==> src/skt_pkg.sv <==
package skt_pkg;

	localparam int CAPACITY = 64;

	localparam int IDX_W = (CAPACITY > 1) ? $clog2(CAPACITY) : 1;
	localparam int CNT_W = $clog2(CAPACITY + 1);

	localparam int OP_W      = 2;
	localparam int KEY_W     = 32;
	localparam int POS_W     = 6;
	localparam int ENTRIES_W = 7;

	localparam logic [OP_W-1:0] OP_FIND   = 2'd0;
	localparam logic [OP_W-1:0] OP_GET    = 2'd1;
	localparam logic [OP_W-1:0] OP_REMOVE = 2'd2;

	typedef enum logic [1:0] {
		ST_FOUND  = 2'd0,
		ST_DONE   = 2'd1,
		ST_ABSENT = 2'd2,
		ST_FULL   = 2'd3
	} status_t;

	typedef struct packed {
		status_t                status;
		logic [POS_W-1:0]       position;
		logic [ENTRIES_W-1:0]   entry_count;
	} result_t;

endpackage

==> src/skt_ram.sv <==
module skt_ram #(
	parameter int WIDTH = 32,
	parameter int DEPTH = 64
) (
	input  logic                                          clk,
	input  logic                                          we,
	input  logic [((DEPTH > 1) ? $clog2(DEPTH) : 1)-1:0]  waddr,
	input  logic [WIDTH-1:0]                              wdata,
	input  logic [((DEPTH > 1) ? $clog2(DEPTH) : 1)-1:0]  raddr,
	output logic [WIDTH-1:0]                              rdata
);

	logic [WIDTH-1:0] mem_q [DEPTH];
	logic [WIDTH-1:0] rdata_q;

	always_ff @(posedge clk) begin
		if (we) begin
			mem_q[waddr] <= wdata;
		end
		rdata_q <= mem_q[raddr];
	end

	assign rdata = rdata_q;

endmodule

==> src/skt_seq.sv <==
module skt_seq (
	input  logic                        clk,
	input  logic                        arst_n,
	input  logic                        start,
	input  logic [skt_pkg::OP_W-1:0]    op,
	input  logic [skt_pkg::KEY_W-1:0]   key,
	input  logic                        take,
	output logic                        idle,
	output logic                        done,
	output skt_pkg::result_t            res
);

	localparam int IDX_W = skt_pkg::IDX_W;
	localparam int CNT_W = skt_pkg::CNT_W;

	typedef enum logic [2:0] {
		S_IDLE,
		S_SADDR,
		S_SCMP,
		S_DECIDE,
		S_SHIFT,
		S_WRKEY,
		S_FINISH
	} state_t;

	state_t                      state_q;
	logic [skt_pkg::OP_W-1:0]    op_q;
	logic [skt_pkg::KEY_W-1:0]   key_q;
	logic [CNT_W-1:0]            count_q;
	logic [CNT_W-1:0]            lo_q;
	logic [CNT_W-1:0]            hi_q;
	logic [IDX_W-1:0]            mid_q;
	logic                        hit_q;
	logic                        ins_q;
	logic [CNT_W-1:0]            mv_q;
	logic [IDX_W-1:0]            rp_q;
	logic                        pend_q;
	logic [IDX_W-1:0]            pwa_q;
	skt_pkg::status_t            status_q;
	logic [CNT_W-1:0]            rpos_q;

	logic [CNT_W:0]              sum_w;
	logic [IDX_W-1:0]            mid_w;
	logic                        we_w;
	logic [IDX_W-1:0]            waddr_w;
	logic [skt_pkg::KEY_W-1:0]   wdata_w;
	logic [IDX_W-1:0]            raddr_w;
	logic [skt_pkg::KEY_W-1:0]   rdata_w;

	assign sum_w = (CNT_W + 1)'(lo_q) + (CNT_W + 1)'(hi_q);
	assign mid_w = IDX_W'(sum_w >> 1);

	assign raddr_w = (state_q == S_SADDR) ? mid_w : rp_q;
	assign we_w    = ((state_q == S_SHIFT) && pend_q) || (state_q == S_WRKEY);
	assign waddr_w = (state_q == S_WRKEY) ? IDX_W'(lo_q) : pwa_q;
	assign wdata_w = (state_q == S_WRKEY) ? key_q : rdata_w;

	skt_ram #(
		.WIDTH(skt_pkg::KEY_W),
		.DEPTH(skt_pkg::CAPACITY)
	) u_store (
		.clk  (clk),
		.we   (we_w),
		.waddr(waddr_w),
		.wdata(wdata_w),
		.raddr(raddr_w),
		.rdata(rdata_w)
	);

	always_ff @(posedge clk or negedge arst_n) begin
		if (!arst_n) begin
			state_q  <= S_IDLE;
			op_q     <= '0;
			key_q    <= '0;
			count_q  <= '0;
			lo_q     <= '0;
			hi_q     <= '0;
			mid_q    <= '0;
			hit_q    <= 1'b0;
			ins_q    <= 1'b0;
			mv_q     <= '0;
			rp_q     <= '0;
			pend_q   <= 1'b0;
			pwa_q    <= '0;
			status_q <= skt_pkg::ST_ABSENT;
			rpos_q   <= '0;
		end else begin
			unique case (state_q)
				S_IDLE: begin
					if (start) begin
						op_q    <= op;
						key_q   <= key;
						lo_q    <= '0;
						hi_q    <= count_q;
						hit_q   <= 1'b0;
						state_q <= S_SADDR;
					end
				end
				S_SADDR: begin
					if (lo_q < hi_q) begin
						mid_q   <= mid_w;
						state_q <= S_SCMP;
					end else begin
						state_q <= S_DECIDE;
					end
				end
				S_SCMP: begin
					if (rdata_w < key_q) begin
						lo_q <= CNT_W'(mid_q) + CNT_W'(1);
					end else begin
						hi_q <= CNT_W'(mid_q);
					end
					if (rdata_w == key_q) begin
						hit_q <= 1'b1;
					end
					state_q <= S_SADDR;
				end
				S_DECIDE: begin
					pend_q <= 1'b0;
					priority if (op_q == skt_pkg::OP_GET) begin
						if (hit_q) begin
							status_q <= skt_pkg::ST_FOUND;
							rpos_q   <= lo_q;
							state_q  <= S_FINISH;
						end else if (count_q >= CNT_W'(skt_pkg::CAPACITY)) begin
							status_q <= skt_pkg::ST_FULL;
							rpos_q   <= '0;
							state_q  <= S_FINISH;
						end else begin
							status_q <= skt_pkg::ST_DONE;
							rpos_q   <= lo_q;
							ins_q    <= 1'b1;
							mv_q     <= count_q - lo_q;
							rp_q     <= IDX_W'(count_q - CNT_W'(1));
							count_q  <= count_q + CNT_W'(1);
							state_q  <= S_SHIFT;
						end
					end else if (op_q == skt_pkg::OP_REMOVE) begin
						if (hit_q) begin
							status_q <= skt_pkg::ST_DONE;
							rpos_q   <= lo_q;
							ins_q    <= 1'b0;
							mv_q     <= count_q - lo_q - CNT_W'(1);
							rp_q     <= IDX_W'(lo_q + CNT_W'(1));
							count_q  <= count_q - CNT_W'(1);
							state_q  <= S_SHIFT;
						end else begin
							status_q <= skt_pkg::ST_ABSENT;
							rpos_q   <= '0;
							state_q  <= S_FINISH;
						end
					end else begin
						status_q <= hit_q ? skt_pkg::ST_FOUND : skt_pkg::ST_ABSENT;
						rpos_q   <= hit_q ? lo_q : '0;
						state_q  <= S_FINISH;
					end
				end
				S_SHIFT: begin
					if (mv_q != '0) begin
						pend_q <= 1'b1;
						pwa_q  <= ins_q ? rp_q + IDX_W'(1) : rp_q - IDX_W'(1);
						rp_q   <= ins_q ? rp_q - IDX_W'(1) : rp_q + IDX_W'(1);
						mv_q   <= mv_q - CNT_W'(1);
					end else begin
						pend_q  <= 1'b0;
						state_q <= ins_q ? S_WRKEY : S_FINISH;
					end
				end
				S_WRKEY: begin
					state_q <= S_FINISH;
				end
				S_FINISH: begin
					if (take) begin
						state_q <= S_IDLE;
					end
				end
				default: begin
					state_q <= S_IDLE;
				end
			endcase
		end
	end

	assign idle = (state_q == S_IDLE);
	assign done = (state_q == S_FINISH);
	assign res  = {status_q, skt_pkg::POS_W'(rpos_q), skt_pkg::ENTRIES_W'(count_q)};

	// search window stays inside the held keys
	a_window: assert property (@(posedge clk) disable iff (!arst_n)
		(state_q == S_SADDR) |-> (lo_q <= hi_q) && (hi_q <= count_q))
		else $error("search window out of range");

	// the count only moves after the decision step
	a_count_step: assert property (@(posedge clk) disable iff (!arst_n)
		!$stable(count_q) |-> $past(state_q == S_DECIDE))
		else $error("entry count changed outside decision");

	// full is reported only when the table is full
	a_full: assert property (@(posedge clk) disable iff (!arst_n)
		(state_q == S_FINISH) && (status_q == skt_pkg::ST_FULL)
		|-> (count_q == CNT_W'(skt_pkg::CAPACITY)))
		else $error("full reported with free entries");

	// the store is written only while moving keys or placing the new key
	a_write_phase: assert property (@(posedge clk) disable iff (!arst_n)
		we_w |-> (ins_q || (status_q == skt_pkg::ST_DONE)) && (count_q != '0 || !ins_q))
		else $error("store written outside an update");

endmodule

==> src/sorted_key_table.sv <==
// Sorted key table: a set of up to CAPACITY distinct 32-bit keys kept in
// ascending order in a single-port-read, single-port-write RAM.
// Request channel (req_valid/req_ready): operation (find, get-or-insert,
// remove) and key. req_ready is high only while the sequencer is idle.
// Response channel (rsp_valid/rsp_ready): status, position, entry_count,
// one response per request, in request order.
// Each binary-search probe is a RAM read followed by a compare, with up to
// ceil(log2(n+1)) probes for n held keys, then a decision step. Find,
// hits and full/absent outcomes then go to the response register. Insert
// and remove then move the larger keys one entry per cycle through the
// RAM, and insert then writes the new key. The worst case is a remove of
// the smallest of 64 keys.
// The shared RAM read port and comparator set the pace of the search.
// Reset clears the entry count; the key RAM needs no clearing since only
// entries below the count are used. The block accepts a request right
// after reset.
// A stalled receiver holds the response register; a finished result waits
// in the sequencer until the register frees, and no new request is taken.
module sorted_key_table (
	input  logic                                clk,
	input  logic                                arst_n,
	input  logic                                req_valid,
	output logic                                req_ready,
	input  logic [skt_pkg::OP_W-1:0]            operation,
	input  logic [skt_pkg::KEY_W-1:0]           key,
	output logic                                rsp_valid,
	input  logic                                rsp_ready,
	output logic [1:0]                          status,
	output logic [skt_pkg::POS_W-1:0]           position,
	output logic [skt_pkg::ENTRIES_W-1:0]       entry_count
);

	logic              idle_w;
	logic              done_w;
	logic              take_w;
	skt_pkg::result_t  res_w;
	skt_pkg::result_t  rsp_q;
	logic              rsp_valid_q;

	assign take_w = done_w && (!rsp_valid_q || rsp_ready);

	skt_seq u_seq (
		.clk   (clk),
		.arst_n(arst_n),
		.start (req_valid && idle_w),
		.op    (operation),
		.key   (key),
		.take  (take_w),
		.idle  (idle_w),
		.done  (done_w),
		.res   (res_w)
	);

	always_ff @(posedge clk or negedge arst_n) begin
		if (!arst_n) begin
			rsp_valid_q <= 1'b0;
		end else if (take_w) begin
			rsp_valid_q <= 1'b1;
		end else if (rsp_ready) begin
			rsp_valid_q <= 1'b0;
		end
	end

	always_ff @(posedge clk) begin
		if (take_w) begin
			rsp_q <= res_w;
		end
	end

	assign req_ready   = idle_w;
	assign rsp_valid   = rsp_valid_q;
	assign status      = rsp_q.status;
	assign position    = rsp_q.position;
	assign entry_count = rsp_q.entry_count;

endmodule

==> config.mk <==
export PLATFORM = sky130hd
export DESIGN_NAME = sorted_key_table
export DESIGN_NICKNAME = d
export VERILOG_FILES = /design/src/skt_pkg.sv /design/src/skt_ram.sv /design/src/skt_seq.sv /design/src/sorted_key_table.sv
export SDC_FILE = /design/constraint.sdc
export NUM_CORES = 2
export LEC_CHECK = 0
export BUFFER_PORTS_ARGS = -buffer_cell sky130_fd_sc_hd__buf_2
export CAP_MARGIN = 15
export CELL_PAD_IN_SITES_DETAIL_PLACEMENT = 2
export CELL_PAD_IN_SITES_GLOBAL_PLACEMENT = 2
export CORE_MARGIN = 1.5
export CORE_UTILIZATION = 50
export DETAILED_ROUTE_END_ITERATION = 8
export PLACE_DENSITY = 0.76
export SETUP_SLACK_MARGIN = 0.3
export SYNTH_ARGS = -nofsm -noshare
export SYNTH_HDL_FRONTEND = slang
export SYNTH_HIERARCHICAL = 1
export SYNTH_SLANG_ARGS = --single-unit
==> constraint.sdc <==
create_clock -name clk -period 6.1 [get_ports clk]
set_input_delay 0.915 -clock clk [delete_from_list [all_inputs] [get_ports clk]]
set_output_delay 0.915 -clock clk [all_outputs]
set_load 0.02 [all_outputs]
Yosys cells after proc, flatten, opt, wreduce, memory -nomap -nowiden
Memory sizes are Yosys's and may differ from the RTL's. A register that Yosys moved wholly into a read port is not among the register bits.
Index checks and enable logic that the tools add are counted.
W data, S select, Z words.
{ "word_totals": {"elab_cells": 142, "output_inout_bits": 17, "mem_count": 1, "ramBits": 2048, "register_bits": 110} }
{ "classes": {"n_addsub": 10, "muxes": 65, "n_lt_le_gt_ge": 3, "n_reduce_logical": 22, "eq_ne": 22} }
{ "memory_table": {"columns": ["name", "depth", "width", "read_ports", "rd_ports_with_merged_regs", "write_ports", "line", "source"], "rows": [
  ["u_seq.u_store.mem_q", 64, 32, 1, 1, 1, "skt_ram.sv:13", "logic [WIDTH-1:0] mem_q [DEPTH];"]
]} }
{ "ops": {"columns": ["cell", "count"], "rows": [
  ["$mux W7", 15],
  ["$mux W6", 14],
  ["$pmux W7 S2", 3],
  ["$eq A32 B32 Y1", 1],
  ["$lt A32 B32 Y1", 1],
  ["$mux W32", 1],
  ["$pmux W3 S7", 1],
  ["$sub A7 B1 Y7 const B", 3],
  ["$mux W2", 10],
  ["$mux W3", 5],
  ["$mux W1", 13],
  ["$add A6 B1 Y6 const B", 2],
  ["$pmux W6 S2", 1],
  ["$reduce_and A3 Y1", 4],
  ["$ne A2 B2 Y1 const B", 5],
  ["$reduce_bool A2 Y1", 5],
  ["$eq A3 B3 Y1 const B", 3],
  ["$ne A2 B1 Y1 const B", 4],
  ["$add A6 B1 Y7 const B", 1],
  ["$add A7 B1 Y7 const B", 1],
  ["$add A7 B7 Y7", 1],
  ["$ge A7 B7 Y1 const B", 1],
  ["$lt A7 B7 Y1", 1],
  ["$reduce_bool A7 Y1", 1],
  ["other kinds (16)", 25]
]} }

Logic depth before layout (Yosys ltp)
{ "logic_depth": {"ltp_word": 6, "ltp_mapped": 15} }

Hierarchy
The synthesis kept the hierarchy.
{ "modules_own_cells": {"columns": ["module", "n_inst", "cells_each", "area_per_inst_um2"], "rows": [
  ["skt_ram", 1, 3324, 78515.3],
  ["skt_seq", 1, 791, 6638.9],
  ["sorted_key_table", 1, 20, 500.5]
]} }

Least setup slack after synthesis
No wires, ideal clock.
{ "synth_path": {"path_kind": "register -> register", "start": "reg u_seq.state_q[1]", "end": "mem u_seq.u_store.mem_q[48][0], enable pin", "setup_ns": 0.461, "path_stages_with_launch": 10, "setup_slack_ns": 1.537, "t_arrival_ns": 4.102, "period_less_slack_ns": 4.563, "required_time_ns": 5.639, "cell_sequence": "dfrtp_1 -> buf_2 -> nand3b_1 -> clkbuf_1 -> buf_1 -> nand2_1 -> o21ai_0 -> clkbuf_1 -> nand4b_1 -> nor3_1"} }
{ "synth_rtl": {"columns": ["element", "line", "source"], "rows": [
  ["start, declared", "skt_seq.sv:26", "state_t state_q;"],
  ["start signal, assigned", "skt_seq.sv:166", "state_q <= ins_q ? S_WRKEY : S_FINISH;"],
  ["$eq A3 B3 Y1", "skt_seq.sv:55", "assign waddr_w = (state_q == S_WRKEY) ? IDX_W'(lo_q) : pwa_q;"],
  ["$mux W6", "skt_seq.sv:55", null],
  ["named net u_seq.waddr_w[4]", "skt_seq.sv:45", "logic [IDX_W-1:0] waddr_w;"],
  ["end, declared", "skt_ram.sv:13", null]
]} }
The timed path passes the listed nets, and every way through them passes these cells.

Worst setup path after layout
{ "layout_path": {"start": "reg u_seq.state_q[0]", "end": "reg u_seq.u_store.rdata_q[25], in the netlist u_seq/u_store/rdata[25] (read register of u_seq.u_store.mem_q)"} }
{ "layout_between": {"elab_chain_cells": 2} }
{ "layout_lines": {"columns": ["element", "line", "source"], "rows": [
  ["$eq A3 B1 Y1", "skt_seq.sv:53", "assign raddr_w = (state_q == S_SADDR) ? mid_w : rp_q;"],
  ["$mux W6", "skt_seq.sv:53", null],
  ["named net u_seq.raddr_w[1]", "skt_seq.sv:47", "logic [IDX_W-1:0] raddr_w;"],
  ["end, declared", "skt_ram.sv:14", "logic [WIDTH-1:0] rdata_q;"]
]} }
The timed path passes the listed nets, and every way through them passes these cells.
A chain may end at the register's enable or synchronous reset.

==> flow_results.xml <==
<?xml version="1.0" encoding="UTF-8"?>
<metrics>
  <group name="power_and_ir_drop">
    <metric name="p_comb_frac" unit="">0.404</metric>
    <metric name="power.density" unit="mW/mm2">603.0</metric>
    <metric name="power.ir.vdd_worst" unit="uV">438.8</metric>
    <metric name="power.share.switching" unit="">0.3992</metric>
    <metric name="p_leak" unit="uW">0.03154</metric>
    <metric name="power_switching" unit="uW">23530</metric>
    <metric name="cell_internal_pwr" unit="uW">35410</metric>
    <metric name="pwr-share-seq" unit="">0.349</metric>
    <metric name="share_clk_of_total_power" unit="">0.247</metric>
  </group>
  <group name="logic_synthesis">
    <metric name="synth-async-reset-ratio" unit="">0.04338</metric>
    <metric name="synth.avg_cell_area" unit="um2">20.71</metric>
    <metric name="syn-cell-area" unit="mm2">0.08565</metric>
    <metric name="synthTopCellsByArea" unit="">sky130_fd_sc_hd__edfxtp_1 (72%), sky130_fd_sc_hd__mux4_2 (14%), sky130_fd_sc_hd__dfrtp_1 (2.7%)</metric>
    <metric name="top_flip_flop_cell_by_instance_count_after_synthesis" unit="">sky130_fd_sc_hd__edfxtp_1</metric>
    <metric name="seq_area_frac_synth" unit="">0.7585</metric>
    <metric name="synthDistinctLibCells" unit="">77</metric>
    <metric name="synth_enable_flop_cells" unit="">2063</metric>
    <metric name="post-synth-top-area-fraction" unit="">0.7232</metric>
    <metric name="synthMostInstantiatedCell" unit="">sky130_fd_sc_hd__edfxtp_1</metric>
    <metric name="synth_nets" unit="">4238</metric>
    <metric name="gate_count_post_synth" unit="">4135</metric>
    <metric name="netlist_top_cells_count" unit="">sky130_fd_sc_hd__edfxtp_1 (2063), sky130_fd_sc_hd__mux4_2 (544), sky130_fd_sc_hd__nor2_1 (176)</metric>
    <metric name="synth_largest_area_cell" unit="">sky130_fd_sc_hd__edfxtp_1</metric>
    <metric name="yosys_register_bits" unit="">2190</metric>
    <metric name="synth.yosys.warnings" unit="">6</metric>
  </group>
  <group name="placement">
    <metric name="post-dp-hpwl" unit="um">186600</metric>
    <metric name="routability_congestion" unit="">0.8211</metric>
    <metric name="numPortBuffers" unit="">54</metric>
  </group>
  <group name="detailed_routing">
    <metric name="drt.antenna.violating_nets" unit="">0</metric>
    <metric name="wl_per_cell" unit="um">48.46</metric>
    <metric name="detailedRoute.firstPassIterationCount" unit="">5</metric>
    <metric name="avgViaCountPerCell" unit="">7.208</metric>
    <metric name="detailroute.via_count" unit="">49110</metric>
    <metric name="drtIter0Drc" unit="">8354</metric>
    <metric name="finalWirelength" unit="um">330200</metric>
    <metric name="route.detailed.drc" unit="">0</metric>
  </group>
  <group name="global_routing">
    <metric name="grt_max_degree" unit="">97</metric>
    <metric name="grt_use_total" unit="">0.3826</metric>
    <metric name="grt_remaining_overflow" unit="">0</metric>
    <metric name="wire_length_of_the_first_global_routing_pass" unit="um">449500</metric>
    <metric name="antenna_found_initial" unit="">20</metric>
    <metric name="first_global_vias" unit="">50930</metric>
  </group>
  <group name="floorplanning">
    <metric name="die_area" unit="mm2">0.1738</metric>
    <metric name="placeableCoreArea" unit="mm2">0.1698</metric>
    <metric name="die_width" unit="um">416.9</metric>
    <metric name="starting_density_of_the_core" unit="">0.5043</metric>
    <metric name="rows" unit="">151</metric>
    <metric name="ioPinCount" unit="">55</metric>
    <metric name="dieHeight" unit="um">416.9</metric>
  </group>
  <group name="min_path">
    <metric name="min_path_type" unit="">input port to asynchronous set/reset pin</metric>
  </group>
  <group name="timing">
    <metric name="layout_worst_path_cycle_share" unit="">0.9509</metric>
    <metric name="slew_headroom" unit="">0.1004</metric>
    <metric name="unrepaired_setup_endpoints_after_global_routing" unit="">false</metric>
    <metric name="max_clock_freq" unit="MHz">172.4</metric>
    <metric name="worst_pin_slew" unit="ns">1.340</metric>
    <metric name="timing.final.max_slew_violations" unit="">0</metric>
    <metric name="setup_viol" unit="">0</metric>
    <metric name="timing.clock.skew" unit="ns">0.04130</metric>
    <metric name="final_hold_viol_count" unit="">0</metric>
    <metric name="setup_total_negative_slack" unit="ns">0</metric>
    <metric name="fin_crit" unit="ns">5.800</metric>
  </group>
  <group name="clocking">
    <metric name="cts.sinks" unit="">2190</metric>
    <metric name="clock_tree_from_tritoncts" unit="">yes</metric>
    <metric name="clock_insertion_delay_worst_skew" unit="ns">0.89</metric>
    <metric name="postCtsResizedCells" unit="">1</metric>
    <metric name="cts_buffer_depth" unit="">3</metric>
    <metric name="holdBufCountCts" unit="">0</metric>
    <metric name="clock_tree.root_cell" unit="">sky130_fd_sc_hd__clkbuf_16</metric>
    <metric name="cts.reportedPaths.clkPinSlew" unit="ns">0.07</metric>
    <metric name="numCtsBuffers" unit="">223</metric>
    <metric name="cts_post_setup_buffers_inserted" unit="">0</metric>
    <metric name="htree_levels" unit="">4</metric>
  </group>
  <group name="setup_path">
    <metric name="worstPathRequired" unit="ns">6.81</metric>
    <metric name="cp_max_fo" unit="">38</metric>
    <metric name="critical_path.endpoint_type" unit="">flop</metric>
    <metric name="worstPathArrival" unit="ns">6.51</metric>
    <metric name="cp_class" unit="">flop to flop</metric>
    <metric name="worstSetupStartpointType" unit="">flop</metric>
  </group>
  <group name="outcome">
    <metric name="status" unit="">complete, no violations</metric>
  </group>
  <group name="run">
    <metric name="number_of_max_capacitance_violations_reported" unit="">0</metric>
  </group>
  <group name="cells_and_area">
    <metric name="layout.core_utilization" unit="">0.5754</metric>
    <metric name="final_layout_size_suffix_gt1_frac" unit="">0.2738</metric>
    <metric name="syn2layout_area_growth" unit="%">14.11</metric>
    <metric name="layout.nets" unit="">4502</metric>
  </group>
</metrics>
[cell families (layout without fill, tap and decap cells)]
kind of cell	count (synthesis)	in the layout	synth area share
buffers and inverters	290	746	0.01516
multiplexers	669	669	0.1577
flip-flops	2190	2190	0.7585
other	0	4	0
AND/OR/NAND/NOR	478	478	0.02568
AO/OA/AOI/OAI	408	408	0.02973
XOR/XNOR	35	35	0.003579
adder cells (fa/ha/maj)	65	65	0.009670
[critical path: stages (launching register included)]
cell	delay [ns]
sky130_fd_sc_hd__dfrtp_1	0.71
sky130_fd_sc_hd__nand2b_1	0.26
sky130_fd_sc_hd__nor2_2	0.52
sky130_fd_sc_hd__nor2_1	0.22
sky130_fd_sc_hd__a21oi_4	0.81
sky130_fd_sc_hd__buf_4	0.70
sky130_fd_sc_hd__buf_4	0.54
sky130_fd_sc_hd__mux4_2	0.44
sky130_fd_sc_hd__mux4_2	0.54
sky130_fd_sc_hd__o22ai_1	0.56
sky130_fd_sc_hd__nor2_1	0.23
[flip-flops by register name, indices dropped and copies added (netlist names)]
| name | flops |
|---|---|
| u_seq/u_store/mem_q | 2048 |
| u_seq/key_q | 32 |
| u_seq/u_store/rdata | 32 |
| entry_count | 7 |
| u_seq/count_q | 7 |
| u_seq/hi_q | 7 |
| u_seq/lo_q | 7 |
| u_seq/mv_q | 7 |
| position | 6 |
| u_seq/mid_q | 6 |
| u_seq/pwa_q | 6 |
| u_seq/rp_q | 6 |
| u_seq/rpos_q | 6 |
| u_seq/state_q | 3 |
| status | 2 |
| u_seq/op_q | 2 |
| u_seq/status_q | 2 |
| rsp_valid | 1 |
| u_seq/hit_q | 1 |
| u_seq/ins_q | 1 |
| u_seq/pend_q | 1 |
[power by group through the flow]
stage	Combinational, uW	Clock, uW	Sequential [uW]
floorplan	12300	0	20800
finish	23800	14500	20600
global placement	20400	0	20600
detailed placement	22200	0	20800
CTS	23000	14600	20500
global route	24100	15000	20500
[path summary, 6_finish.rpt]
check	from	to	slack, ns	depth (start not counted)
worst max register to register	u_seq/state_q[0]$_DFFE_PN0P_	u_seq/u_store/rdata[25]$_DFF_P_	0.30	10
min in group clk	key[9]	u_seq/key_q[9]$_DFFE_PN0P_	0.25	3
worst min register to register	u_seq/rpos_q[0]$_DFFE_PN0P_	position[0]$_DFFE_PP_	0.45	0
worst max-delay path	u_seq/state_q[0]$_DFFE_PN0P_	u_seq/u_store/rdata[25]$_DFF_P_	0.30	10
worst min-delay path	arst_n	u_seq/key_q[9]$_DFFE_PN0P_	0.1	1
max in group asynchronous	arst_n	u_seq/rp_q[2]$_DFFE_PN0P_	4.65	2
[stage by stage]
stage	cells	hold slack (ns)	total power (uW)	worst slack (ns)	area, um2
detailed placement	6389	0.4417	42940	0.4001	90250
finish	6813	0.09980	58940	0.2998	97740
floorplan	4135	0.4248	33060	1.537	85650
global placement	6389	0.4386	41030	0.7236	90250
global route	6809	0.1109	59670	0.3680	97730
CTS	6806	0.08471	58190	0.5084	97670
[placed cells by master (no fill, tap or decap), types with 30 or more instances in the layout]
cell type                   instances
sky130_fd_sc_hd__o21ai_4           31
sky130_fd_sc_hd__edfxtp_1        2063
sky130_fd_sc_hd__dfrtp_1           94
sky130_fd_sc_hd__mux4_2           544
sky130_fd_sc_hd__clkinv_2          37
sky130_fd_sc_hd__nand3_1           30
sky130_fd_sc_hd__clkbuf_1          52
sky130_fd_sc_hd__ha_1              63
sky130_fd_sc_hd__nor2_1           112
sky130_fd_sc_hd__clkinv_1          37
sky130_fd_sc_hd__mux2i_1          121
sky130_fd_sc_hd__dfxtp_1           32
sky130_fd_sc_hd__o21ai_0           67
sky130_fd_sc_hd__a21oi_1          107
sky130_fd_sc_hd__clkbuf_16        229
sky130_fd_sc_hd__inv_1             71
sky130_fd_sc_hd__buf_4            187
sky130_fd_sc_hd__o22ai_1           86
sky130_fd_sc_hd__nand2_1          148
sky130_fd_sc_hd__nor2_4            62
sky130_fd_sc_hd__buf_2             53
[cell type report]
| cell class | count | area, um2 |
|---|---|---|
| Timing Repair Buffer | 257 | 2004 |
| Sequential cell | 2190 | 64970 |
| Inverter | 72 | 270.3 |
| Tap cell | 2218 | 2775 |
| Clock buffer | 300 | 6187 |
| Clock inverter | 117 | 1236 |
| Fill cell | 13610 | 72110 |
| Multi-Input combinational cell | 1655 | 20290 |
| Antenna cell | 4 | 10.01 |
[per-layer routing]
layer,part of all wire,GRT usage,vias up
met1,0.37,0.5145,26520
met2,0.47,0.5972,4005
met4,0.060,0.1944,6
met5,0.00023,0,-
li1,-,-,17640
met3,0.11,0.07995,931
Power figures use the tool's default switching activity.
